## config.mk

```make
export PLATFORM = sky130hd
export DESIGN_NAME = word_modular_hash_core
export DESIGN_NICKNAME = d
export VERILOG_FILES = /design/src/wmh_pkg.sv /design/src/wmh_front.sv /design/src/wmh_queue.sv /design/src/wmh_back.sv /design/src/word_modular_hash_core.sv
export VERILOG_INCLUDE_DIRS = /design/src /design/src/src
export SDC_FILE = /design/constraint.sdc
export NUM_CORES = 2
export LEC_CHECK = 0
export ABC_AREA = 0
export BUFFER_PORTS_ARGS = -buffer_cell sky130_fd_sc_hd__buf_2
export CAP_MARGIN = 5
export CORE_ASPECT_RATIO = 1.5
export CORE_MARGIN = 5
export CORE_UTILIZATION = 35
export DETAILED_ROUTE_END_ITERATION = 7
export HOLD_SLACK_MARGIN = 0.08
export SYNTH_ARGS = -nofsm -noshare
export SYNTH_HDL_FRONTEND = slang
export SYNTH_SLANG_ARGS = --single-unit
export TNS_END_PERCENT = 100
```

## constraint.sdc

```tcl
create_clock -name clk -period 7.2 [get_ports clk]
set_input_delay 0.72 -clock clk [delete_from_list [all_inputs] [get_ports clk]]
set_output_delay 0.72 -clock clk [all_outputs]
set_load 0.03 [all_outputs]
```

## src/assert_macros.svh

```systemverilog
// Assertion macros shared by the hash core modules
`ifndef ASSERT_MACROS_SVH
`define ASSERT_MACROS_SVH

// Check that cons holds in the same cycle as ante
`define ASSERT_SAME(lbl, clk, rst, ante, cons, msg) \
  lbl: assert property (@(posedge clk) disable iff (rst) (ante) |-> (cons)) else $error(msg);

// Check that cons holds in the cycle after ante
`define ASSERT_NEXT(lbl, clk, rst, ante, cons, msg) \
  lbl: assert property (@(posedge clk) disable iff (rst) (ante) |=> (cons)) else $error(msg);

// Check that cond holds at every edge out of reset
`define ASSERT_ALWAYS(lbl, clk, rst, cond, msg) \
  lbl: assert property (@(posedge clk) disable iff (rst) (cond)) else $error(msg);

`endif

```

## src/wmh_pkg.sv

```systemverilog
// Types, constants and helper functions of the word modular hash core
package wmh_pkg;

  localparam int MAX_PAIRS  = 32;
  localparam int PAIR_W     = $clog2(MAX_PAIRS + 1);
  localparam int CODE_W     = 6;
  localparam int DIGIT_W    = 2 * CODE_W;
  localparam int DIGIT_SHIFT = 12;
  localparam int RES_W      = 14;
  localparam int MUL_W      = RES_W + 2;
  localparam int PROD_W     = DIGIT_W + RES_W;
  localparam int RED_STEPS  = 14;
  localparam int VAL_W      = 2 * RED_STEPS;
  localparam int STEP_W     = $clog2(RED_STEPS);
  localparam int LPW_W      = 4;
  localparam int HW_W       = 6;
  localparam int HASH_W     = 32;
  localparam int CFG_IDX_W  = 2;
  localparam int CFG_DATA_W = 14;
  localparam int QDEPTH     = 4;
  localparam int QPTR_W     = $clog2(QDEPTH);
  localparam int QCNT_W     = $clog2(QDEPTH + 1);

  localparam logic [CFG_IDX_W-1:0] CFG_LOW_MODULUS    = 2'd0;
  localparam logic [CFG_IDX_W-1:0] CFG_HIGH_MODULUS   = 2'd1;
  localparam logic [CFG_IDX_W-1:0] CFG_LOW_PART_WIDTH = 2'd2;
  localparam logic [CFG_IDX_W-1:0] CFG_HASH_WIDTH     = 2'd3;

  localparam logic [RES_W-1:0] LOW_MODULUS_RST    = 14'd8191;
  localparam logic [RES_W-1:0] HIGH_MODULUS_RST   = 14'd16381;
  localparam logic [LPW_W-1:0] LOW_PART_WIDTH_RST = 4'd13;
  localparam logic [HW_W-1:0]  HASH_WIDTH_RST     = 6'd27;

  localparam logic [RES_W-1:0] LOW_WEIGHT_RST  = 14'd1;
  localparam logic [RES_W-1:0] HIGH_WEIGHT_RST = 14'd8;

  localparam logic [7:0] FIRST_MAPPED = 8'h20;
  localparam logic [6:0] NO_CODE      = 7'd64;
  localparam int TABLE_DEPTH = 96;

  localparam logic [6:0] CODE_TABLE [TABLE_DEPTH] = '{
    NO_CODE, NO_CODE, NO_CODE, NO_CODE, NO_CODE, NO_CODE, 7'd0,  7'd31,
    NO_CODE, NO_CODE, NO_CODE, NO_CODE, NO_CODE, NO_CODE, NO_CODE, NO_CODE,
    7'd2,  7'd25, 7'd20, 7'd35, 7'd54, 7'd61, 7'd40, 7'd39,
    7'd42, 7'd33, NO_CODE, NO_CODE, NO_CODE, NO_CODE, NO_CODE, NO_CODE,
    NO_CODE, 7'd60, 7'd43, 7'd30, 7'd5,  7'd16, 7'd47, 7'd18,
    7'd41, 7'd36, 7'd51, 7'd6,  7'd13, 7'd56, 7'd55, 7'd58,
    7'd49, 7'd12, 7'd59, 7'd46, 7'd21, 7'd32, 7'd63, 7'd34,
    7'd57, 7'd52, 7'd3,  NO_CODE, NO_CODE, NO_CODE, NO_CODE, NO_CODE,
    NO_CODE, 7'd22, 7'd29, 7'd8,  7'd7,  7'd10, 7'd1,  7'd28,
    7'd11, 7'd62, 7'd37, 7'd48, 7'd15, 7'd50, 7'd9,  7'd4,
    7'd19, 7'd38, 7'd45, 7'd24, 7'd23, 7'd26, 7'd17, 7'd44,
    7'd27, 7'd14, 7'd53, NO_CODE, NO_CODE, NO_CODE, NO_CODE, NO_CODE
  };

  typedef struct packed {
    logic                has_digit;
    logic [DIGIT_W-1:0]  digit;
    logic                finish;
    logic                trash;
  } wmh_op_t;

  typedef struct packed {
    logic [RES_W-1:0] low_modulus;
    logic [RES_W-1:0] high_modulus;
    logic [LPW_W-1:0] low_part_width;
    logic [HW_W-1:0]  hash_width;
  } wmh_cfg_t;

  function automatic logic [6:0] code_lookup(input logic [7:0] b);
    logic [7:0] idx;
    idx = b - FIRST_MAPPED;
    if (b < FIRST_MAPPED || b[7]) begin
      return NO_CODE;
    end
    return CODE_TABLE[idx[6:0]];
  endfunction

  function automatic logic [MUL_W-1:0] eff_modulus(input logic [RES_W-1:0] m);
    return (m == '0) ? MUL_W'(1) : {2'b00, m};
  endfunction

  function automatic logic [RES_W-1:0] reduce_step(input logic [MUL_W-1:0] t,
                                                   input logic [MUL_W-1:0] m1,
                                                   input logic [MUL_W-1:0] m2,
                                                   input logic [MUL_W-1:0] m3);
    logic [MUL_W-1:0] r;
    r = t;
    if (t >= m3) begin
      r = t - m3;
    end else if (t >= m2) begin
      r = t - m2;
    end else if (t >= m1) begin
      r = t - m1;
    end
    return r[RES_W-1:0];
  endfunction

  function automatic logic [HASH_W-1:0] trash_value(input logic [HW_W-1:0] hw);
    logic [HW_W-1:0]   w;
    logic [HASH_W:0]   one_sh;
    logic [HASH_W:0]   diff;
    w = (hw > HW_W'(HASH_W)) ? HW_W'(HASH_W) : hw;
    one_sh = (HASH_W+1)'(1) << w;
    diff = one_sh - (HASH_W+1)'(1);
    return diff[HASH_W-1:0];
  endfunction

endpackage

```

## src/wmh_front.sv

```systemverilog
// Front end: accept bytes, pair codes into digits, track trash and pair count
`include "assert_macros.svh"

module wmh_front (
  input  logic             clk,
  input  logic             rst,
  input  logic             s_tvalid,
  output logic             s_tready,
  input  logic [7:0]       s_tdata,
  input  logic             s_tlast,
  input  logic             q_full,
  output logic             push,
  output wmh_pkg::wmh_op_t push_op
);
  import wmh_pkg::*;

  logic [CODE_W-1:0] pending_code, pending_code_next;
  logic              have_pending, have_pending_next;
  logic [PAIR_W-1:0] pair_count, pair_count_next;
  logic              trash_seen, trash_seen_next;
  logic [6:0]        code_first, code_second;
  logic              accept;
  wmh_op_t           op;

  assign s_tready    = !q_full;
  assign accept      = s_tvalid && s_tready;
  assign code_first  = code_lookup(s_tdata);
  assign code_second = code_lookup({1'b0, s_tdata[6:0]});

  always_comb begin
    pending_code_next = pending_code;
    have_pending_next = have_pending;
    pair_count_next   = pair_count;
    trash_seen_next   = trash_seen;
    op                = '0;
    if (!trash_seen) begin
      if (have_pending) begin
        if (s_tdata[6:0] == 7'd0) begin
          // lone pending code forms a digit; masked zero never maps
          op.has_digit      = 1'b1;
          op.digit          = {{CODE_W{1'b0}}, pending_code};
          pair_count_next   = pair_count + PAIR_W'(1);
          have_pending_next = 1'b0;
          if (pair_count_next < PAIR_W'(MAX_PAIRS)) begin
            trash_seen_next = 1'b1;
          end
        end else if (code_second == NO_CODE) begin
          trash_seen_next = 1'b1;
        end else begin
          op.has_digit      = 1'b1;
          op.digit          = {code_second[CODE_W-1:0], pending_code};
          pair_count_next   = pair_count + PAIR_W'(1);
          have_pending_next = 1'b0;
        end
      end else if (pair_count < PAIR_W'(MAX_PAIRS)) begin
        if (code_first == NO_CODE) begin
          trash_seen_next = 1'b1;
        end else begin
          pending_code_next = code_first[CODE_W-1:0];
          have_pending_next = 1'b1;
        end
      end
    end
    if (s_tlast) begin
      if (!trash_seen_next && have_pending_next) begin
        op.has_digit = 1'b1;
        op.digit     = {{CODE_W{1'b0}}, pending_code_next};
      end
      op.finish = 1'b1;
      op.trash  = trash_seen_next;
    end
  end

  assign push    = accept && (op.has_digit || op.finish);
  assign push_op = op;

  always_ff @(posedge clk) begin
    if (rst) begin
      pending_code <= '0;
      have_pending <= 1'b0;
      pair_count   <= '0;
      trash_seen   <= 1'b0;
    end else if (accept) begin
      if (s_tlast) begin
        pending_code <= '0;
        have_pending <= 1'b0;
        pair_count   <= '0;
        trash_seen   <= 1'b0;
      end else begin
        pending_code <= pending_code_next;
        have_pending <= have_pending_next;
        pair_count   <= pair_count_next;
        trash_seen   <= trash_seen_next;
      end
    end
  end

  `ASSERT_ALWAYS(a_pair_bound, clk, rst, pair_count <= PAIR_W'(MAX_PAIRS), "pair count overrun")

endmodule

```

## src/wmh_queue.sv

```systemverilog
// Short queue of digit and end-of-word operations between front and back
`include "assert_macros.svh"

module wmh_queue (
  input  logic             clk,
  input  logic             rst,
  input  logic             push,
  input  wmh_pkg::wmh_op_t push_op,
  input  logic             pop,
  output wmh_pkg::wmh_op_t head,
  output logic             full,
  output logic             empty
);
  import wmh_pkg::*;

  wmh_op_t           slots [QDEPTH];
  logic [QPTR_W-1:0] wr_ptr;
  logic [QPTR_W-1:0] rd_ptr;
  logic [QCNT_W-1:0] count;

  assign full  = (count == QCNT_W'(QDEPTH));
  assign empty = (count == '0);
  assign head  = slots[rd_ptr];

  always_ff @(posedge clk) begin
    if (push) begin
      slots[wr_ptr] <= push_op;
    end
  end

  always_ff @(posedge clk) begin
    if (rst) begin
      wr_ptr <= '0;
      rd_ptr <= '0;
      count  <= '0;
    end else begin
      if (push) begin
        wr_ptr <= wr_ptr + QPTR_W'(1);
      end
      if (pop) begin
        rd_ptr <= rd_ptr + QPTR_W'(1);
      end
      if (push && !pop) begin
        count <= count + QCNT_W'(1);
      end else if (pop && !push) begin
        count <= count - QCNT_W'(1);
      end
    end
  end

  `ASSERT_SAME(a_no_overflow, clk, rst, push, !full || pop, "push into full queue")
  `ASSERT_SAME(a_no_underflow, clk, rst, pop, !empty, "pop from empty queue")

endmodule

```

## src/wmh_back.sv

```systemverilog
// Back end: modular multiply-accumulate of digits and result output register
`include "assert_macros.svh"

module wmh_back (
  input  logic                      clk,
  input  logic                      rst,
  input  wmh_pkg::wmh_cfg_t         cfg,
  input  wmh_pkg::wmh_op_t          head,
  input  logic                      empty,
  output logic                      pop,
  output logic                      m_tvalid,
  input  logic                      m_tready,
  output logic [wmh_pkg::HASH_W-1:0] m_tdata,
  output logic                      m_tuser
);
  import wmh_pkg::*;

  typedef enum logic [5:0] {
    ST_IDLE = 6'b000001,
    ST_MUL  = 6'b000010,
    ST_ADD  = 6'b000100,
    ST_RED  = 6'b001000,
    ST_WB   = 6'b010000,
    ST_FIN  = 6'b100000
  } state_t;

  state_t            state;
  wmh_op_t           op;
  logic [RES_W-1:0]  lo_sum, hi_sum, lo_w, hi_w;
  logic [PROD_W-1:0] prod_lo, prod_hi;
  logic [MUL_W-1:0]  mod1 [2];
  logic [MUL_W-1:0]  mod2 [2];
  logic [MUL_W-1:0]  mod3 [2];
  logic [VAL_W-1:0]  val [4];
  logic [RES_W-1:0]  rem [4];
  logic [STEP_W-1:0] step;
  logic              out_valid;
  logic [HASH_W-1:0] out_hash;
  logic              out_trash;
  logic              out_free;

  assign pop      = (state == ST_IDLE) && !empty;
  assign out_free = !out_valid || m_tready;
  assign m_tvalid = out_valid;
  assign m_tdata  = out_hash;
  assign m_tuser  = out_trash;

  // lanes: 0 low sum, 1 high sum, 2 low weight, 3 high weight
  always_ff @(posedge clk) begin
    unique case (state)
      ST_IDLE: begin
        if (!empty) begin
          op <= head;
        end
      end
      ST_MUL: begin
        prod_lo <= PROD_W'(op.digit) * PROD_W'(lo_w);
        prod_hi <= PROD_W'(op.digit) * PROD_W'(hi_w);
        mod1[0] <= eff_modulus(cfg.low_modulus);
        mod1[1] <= eff_modulus(cfg.high_modulus);
        mod2[0] <= eff_modulus(cfg.low_modulus) << 1;
        mod2[1] <= eff_modulus(cfg.high_modulus) << 1;
        mod3[0] <= eff_modulus(cfg.low_modulus) + (eff_modulus(cfg.low_modulus) << 1);
        mod3[1] <= eff_modulus(cfg.high_modulus) + (eff_modulus(cfg.high_modulus) << 1);
      end
      ST_ADD: begin
        val[0] <= VAL_W'(lo_sum) + VAL_W'(prod_lo);
        val[1] <= VAL_W'(hi_sum) + VAL_W'(prod_hi);
        val[2] <= VAL_W'({lo_w, {DIGIT_SHIFT{1'b0}}});
        val[3] <= VAL_W'({hi_w, {DIGIT_SHIFT{1'b0}}});
        for (int i = 0; i < 4; i++) begin
          rem[i] <= '0;
        end
        step <= '0;
      end
      ST_RED: begin
        for (int i = 0; i < 4; i++) begin
          rem[i] <= reduce_step({rem[i], val[i][VAL_W-1 -: 2]},
                                mod1[1'(i)], mod2[1'(i)], mod3[1'(i)]);
          val[i] <= val[i] << 2;
        end
        step <= step + STEP_W'(1);
      end
      default: begin
      end
    endcase
  end

  always_ff @(posedge clk) begin
    if (rst) begin
      state     <= ST_IDLE;
      out_valid <= 1'b0;
      lo_sum    <= '0;
      hi_sum    <= '0;
      lo_w      <= LOW_WEIGHT_RST;
      hi_w      <= HIGH_WEIGHT_RST;
    end else begin
      if (out_valid && m_tready && state != ST_FIN) begin
        out_valid <= 1'b0;
      end
      unique case (state)
        ST_IDLE: begin
          if (!empty) begin
            state <= head.has_digit ? ST_MUL : ST_FIN;
          end
        end
        ST_MUL: state <= ST_ADD;
        ST_ADD: state <= ST_RED;
        ST_RED: begin
          if (step == STEP_W'(RED_STEPS - 1)) begin
            state <= ST_WB;
          end
        end
        ST_WB: begin
          lo_sum <= rem[0];
          hi_sum <= rem[1];
          lo_w   <= rem[2];
          hi_w   <= rem[3];
          state  <= op.finish ? ST_FIN : ST_IDLE;
        end
        ST_FIN: begin
          // hold until the output register can take the beat
          if (out_free) begin
            out_valid <= 1'b1;
            out_trash <= op.trash;
            if (op.trash) begin
              out_hash <= trash_value(cfg.hash_width);
            end else begin
              out_hash <= HASH_W'(lo_sum) | (HASH_W'(hi_sum) << cfg.low_part_width);
            end
            lo_sum <= '0;
            hi_sum <= '0;
            lo_w   <= LOW_WEIGHT_RST;
            hi_w   <= HIGH_WEIGHT_RST;
            state  <= ST_IDLE;
          end
        end
        default: state <= ST_IDLE;
      endcase
    end
  end

  `ASSERT_NEXT(a_lo_reduced, clk, rst, state == ST_WB, {2'b00, lo_sum} < mod1[0],
               "low residue not reduced")
  `ASSERT_NEXT(a_hi_w_reduced, clk, rst, state == ST_WB, {2'b00, hi_w} < mod1[1],
               "high weight not reduced")
  `ASSERT_NEXT(a_fin_hold, clk, rst, state == ST_FIN && out_valid && !m_tready,
               state == ST_FIN && out_valid, "result dropped while output busy")

endmodule

```

## src/word_modular_hash_core.sv

```systemverilog
// Top level of the word modular hash core: configuration registers and wiring
//
// Hashes a word arriving one byte per beat on the slave stream; the beat with tlast
// set yields one result beat (hash value in tdata, trash flag in tuser). The front end
// takes a byte every cycle while the queue has room, into a four-entry operation queue.
// Each digit, a completed code pair or a lone code, passes through the back end as a
// dispatch, a multiply, an add, fourteen two-bit steps of the modular reducer and a
// write-back; the end of a word waits in a finish state for the output register.
// The reducer loop bounds the sustained rate; the back end takes one digit at a time.
// No clearing pass follows reset. Write configuration only while no word is in flight.
`include "assert_macros.svh"

module word_modular_hash_core (
  input  logic                          clk,
  input  logic                          rst,
  input  logic                          s_tvalid,
  output logic                          s_tready,
  input  logic [7:0]                    s_tdata,   // [7:0] char_code
  input  logic                          s_tlast,
  output logic                          m_tvalid,
  input  logic                          m_tready,
  output logic [wmh_pkg::HASH_W-1:0]    m_tdata,   // [31:0] hash_value
  output logic                          m_tuser,   // [0] is_trash
  input  logic                          cfg_valid,
  output logic                          cfg_ready,
  input  logic [wmh_pkg::CFG_IDX_W-1:0] cfg_index,
  input  logic [wmh_pkg::CFG_DATA_W-1:0] cfg_data
);
  import wmh_pkg::*;

  wmh_cfg_t cfg;
  wmh_op_t  push_op;
  wmh_op_t  head;
  logic     push, pop, q_full, q_empty;

  assign cfg_ready = 1'b1;

  always_ff @(posedge clk) begin
    if (rst) begin
      cfg.low_modulus    <= LOW_MODULUS_RST;
      cfg.high_modulus   <= HIGH_MODULUS_RST;
      cfg.low_part_width <= LOW_PART_WIDTH_RST;
      cfg.hash_width     <= HASH_WIDTH_RST;
    end else if (cfg_valid && cfg_ready) begin
      unique case (cfg_index)
        CFG_LOW_MODULUS:    cfg.low_modulus    <= cfg_data[RES_W-1:0];
        CFG_HIGH_MODULUS:   cfg.high_modulus   <= cfg_data[RES_W-1:0];
        CFG_LOW_PART_WIDTH: cfg.low_part_width <= cfg_data[LPW_W-1:0];
        CFG_HASH_WIDTH:     cfg.hash_width     <= cfg_data[HW_W-1:0];
        default: begin
        end
      endcase
    end
  end

  wmh_front u_front (
    .clk      (clk),
    .rst      (rst),
    .s_tvalid (s_tvalid),
    .s_tready (s_tready),
    .s_tdata  (s_tdata),
    .s_tlast  (s_tlast),
    .q_full   (q_full),
    .push     (push),
    .push_op  (push_op)
  );

  wmh_queue u_queue (
    .clk     (clk),
    .rst     (rst),
    .push    (push),
    .push_op (push_op),
    .pop     (pop),
    .head    (head),
    .full    (q_full),
    .empty   (q_empty)
  );

  wmh_back u_back (
    .clk      (clk),
    .rst      (rst),
    .cfg      (cfg),
    .head     (head),
    .empty    (q_empty),
    .pop      (pop),
    .m_tvalid (m_tvalid),
    .m_tready (m_tready),
    .m_tdata  (m_tdata),
    .m_tuser  (m_tuser)
  );

endmodule

```

==> results.sh <==
export IMPL_grt_pass1_vias=34000
export IMPL_arrival_ns=6.95
export IMPL_io_buffers=64
export IMPL_grt_max_degree=98
export IMPL_synthFlopType="edfxtp_1"
export IMPL_maxCapViolCount=0
export IMPL_htree_num_levels=2
export IMPL_nFillCells=12300
export IMPL_final_area_um2=46600
export IMPL_drc=0
export IMPL_holdPathStages=2
export IMPL_grtUsageTotal_pct=17.7
export IMPL_dr_pass1_iters=6
export IMPL_rr_endpoint="u_back.prod_lo[25]$_DFFE_PP_"
export IMPL_synth_nets=5276
export IMPL_r2r_cells=19
export IMPL_cp_max_fo=19
export IMPL_ir_drop_mv=0.154
export IMPL_die_x_um=295
export IMPL_cts_hold_buf=0
export IMPL_crit_path_start_kind="flip-flop"
export IMPL_skew_ns=0.0562
export IMPL_place_area_um2=44800
export IMPL_worst_setup_path_end_kind="flip-flop"
export IMPL_hold_path_class="in -> reg"
export IMPL_hold_viol_final=0
export IMPL_initial_core_util_pct=35.1
export IMPL_crit_type="reg -> reg"
export IMPL_leakagePower_nw=19.4
export IMPL_powerDensity_nw_per_um2=180
export IMPL_timing_final_crit_share_pct=91.5
export IMPL_min_delay_start="cfg_data[6]"
export IMPL_status="completed"
export IMPL_syn_area_um2=42700
export IMPL_ios=66
export IMPL_final_cell_mix="nand2_1, inv_1, ha_1, edfxtp_1, nor2_1"
export IMPL_rsz0062_at_grt="false"
export IMPL_hold_end="cfg[16]$_SDFFE_PP1P_"
export IMPL_antenna_found_initial=0
export IMPL_clockRootBuffer="clkbuf_16"
export IMPL_cts_resized=0
export IMPL_tightest_slew_ns=1.18
export IMPL_fin_tns_setup_ns=0
export IMPL_ff2ff_setup_slack_ns=0.61
export IMPL_wl_um=116000
export IMPL_dp_hpwl_um=90000
export IMPL_coreArea_um2=122000
export IMPL_max_slew_margin_pct=20.7
export IMPL_drt_iter0_drc=1995
export IMPL_die_h_um=438
export IMPL_cp_required_ns=7.56
export IMPL_ys_seq_elements=489
export IMPL_cts_tree="yes"
export IMPL_cts_max_path_buffers=3
export IMPL_final_max_slew_viol_count=0
export IMPL_finalSetupViolCount=0
export IMPL_path_clk_slew_ns=0.07
export IMPL_ant_nets=0
export IMPL_async_flop_share_pct=0
export IMPL_max_freq_ghz=0.152
export IMPL_nets=5258
export IMPL_timing_rr_start="u_back.op[10]$_DFFE_PP_"
export IMPL_via_count=33300
export IMPL_grt_overflow=0
export IMPL_ys_warn_count=0
export IMPL_wl_per_cell_um=18.7
export IMPL_layout_commonest_cell="nand2_1"
export IMPL_cts_inserted_buffers=52
export IMPL_grt_pass1_wl_um=184000
export IMPL_clk_latency_ns=0.66
export IMPL_power_mw=8.40
export IMPL_num_rows=157
export IMPL_cts_sinks=489
export IMPL_synth_edff_count=361
export IMPL_viasPerCell=5.35
export IMPL_post_cts_buffers=0
export IMPL_die_area_um2=129000
export IMPL_synth_distinct_cells=91
export IMPL_period_needed_ns=6.59
export IMPL_synthCells=4603
export IMPL_gp_congestion=0.926
export IMPL_synth_avg_cell_area_um2=9.28
export IMPL_seq_area_frac_synth_pct=31.4
export IMPL_drive_gt1_share_pct=6.46
export IMPL_area_delta_synth_final_pct=8.98
[worst max-delay path, stage by stage, from the launching register on]
cell and delay (ns):
edfxtp_1 0.69, buf_4 0.30, and2_1 0.19, fa_1 0.56
inv_1 0.07, fa_1 0.47, inv_1 0.05, fa_1 0.51
fa_1 0.57, inv_1 0.06, fa_1 0.53, inv_1 0.04
ha_1 0.34, a21oi_1 0.18, or4b_2 0.61, o21ai_1 0.30
o21ai_0 0.27, a211o_1 0.31, a21oi_1 0.17, xor2_1 0.09
[layer usage]
layer / wire length, µm / vias up / track usage (%)
met5: 0 / - / 0
met3: 4020 / 236 / 1.65
met2: 60400 / 712 / 33.1
met1: 46500 / 16300 / 20.5
met4: 5370 / 0 / 7.27
li1: - / 16000 / -
[synth_stat cells, types with 27 or more instances]
master    number  share of area, %
ha_1         386                11
a211o_1       45              0.92
and3_1        31              0.45
o211ai_1      32              0.56
a22oi_1       57               1.0
and2_1       176               2.6
nor2_1       345               3.0
o21ai_0      218               2.6
nand3_1       57              0.67
o21a_1        59               1.0
inv_1        482               4.2
nand2b_1      53              0.78
fa_1         257                12
o21bai_1      27              0.47
nand4_1       37              0.54
nand2_1      516               4.5
nor2b_1       63              0.92
a21o_1        65               1.1
a21oi_1      228               2.7
a211oi_1      41              0.72
xnor2_1      141               2.9
mux2i_1       42              0.98
or3_1         29              0.42
dfxtp_1      128               6.0
xor2_1        73               1.5
nor3_1        84              0.98
clkbuf_1     176               1.5
a31oi_1       37              0.54
edfxtp_1     361                25
[through the flow]
step | setup WS (ns) | util (%) | hold WS [ns] | cells
after floorplan | 1.12 | - | 0.424 | 4603
after global placement | 0.721 | 36.8 | 0.436 | 6121
after detailed placement | 0.685 | 36.8 | 0.448 | 6121
after CTS | 0.628 | 38.2 | 0.371 | 6219
after global routing | 0.290 | 38.2 | 0.370 | 6219
final | 0.614 | 38.2 | 0.381 | 6220
[where the power goes]
part	switching [mW]	internal, mW
logic	1.22	0.772
clock network	1.24	1.60
registers	0.327	3.25
total	2.78	5.62
[worst max-delay path by stage]
| stage | depth (start not counted) | from | end | slack (ns) |
|---|---|---|---|---|
| 2_1_floorplan | 21 | u_back.op[10]$_DFFE_PP_ | u_back.prod_hi[25]$_DFFE_PP_ | 1.12 |
| 5_1_grt | 19 | u_back.op[10]$_DFFE_PP_ | u_back.prod_lo[24]$_DFFE_PP_ | 0.29 |
| 3_5_place_dp | 19 | u_back.op[10]$_DFFE_PP_ | u_back.prod_lo[25]$_DFFE_PP_ | 0.69 |
| 6_report | 19 | u_back.op[10]$_DFFE_PP_ | u_back.prod_lo[25]$_DFFE_PP_ | 0.61 |
| 4_1_cts | 19 | u_back.op[10]$_DFFE_PP_ | u_back.prod_lo[25]$_DFFE_PP_ | 0.63 |
| 3_3_place_gp | 19 | u_back.op[10]$_DFFE_PP_ | u_back.prod_lo[25]$_DFFE_PP_ | 0.72 |
[sequential cells by signal, summed over array words and instances (netlist names), 3 cells and up, named ones only]
register	flops
cfg	38
u_back.m_tdata	32
u_back.op	14
u_back.val	88
u_back.hi_sum	14
u_back.mod3	32
u_back.state	6
u_back.rem	56
u_back.hi_w	14
u_back.mod2	26
u_back.prod_lo	26
u_queue.count	3
u_back.prod_hi	26
u_queue.slots	60
u_back.lo_w	14
u_front.pair_count	6
u_back.lo_sum	14
u_back.step	4
u_front.pending_code	6
[cell type report]
class	instances	area (µm²)	area share, %
Clock buffer	62	1410	3.03
Antenna cell	1	2.50	0.00537
Clock inverter	36	375	0.806
Sequential cell	489	13400	28.8
Inverter	484	1820	3.92
Timing Repair Buffer	122	758	1.63
Tap cell	1590	1990	4.27
Multi-Input combinational cell	3436	26800	57.5
[cell families after synthesis]
logic type,after synthesis,synth area share [%]
and+or+nand+nor,1477,16.4
buffers and inverters,678,6.00
muxes,85,2.70
AOI/OAI and AO/OA,1016,15.8
adders and majority gates,643,23.3
other,1,0.00878
DFF,489,31.4
xor gates and xnor gates,214,4.39
No activity file was read; power rests on OpenSTA's default activity.
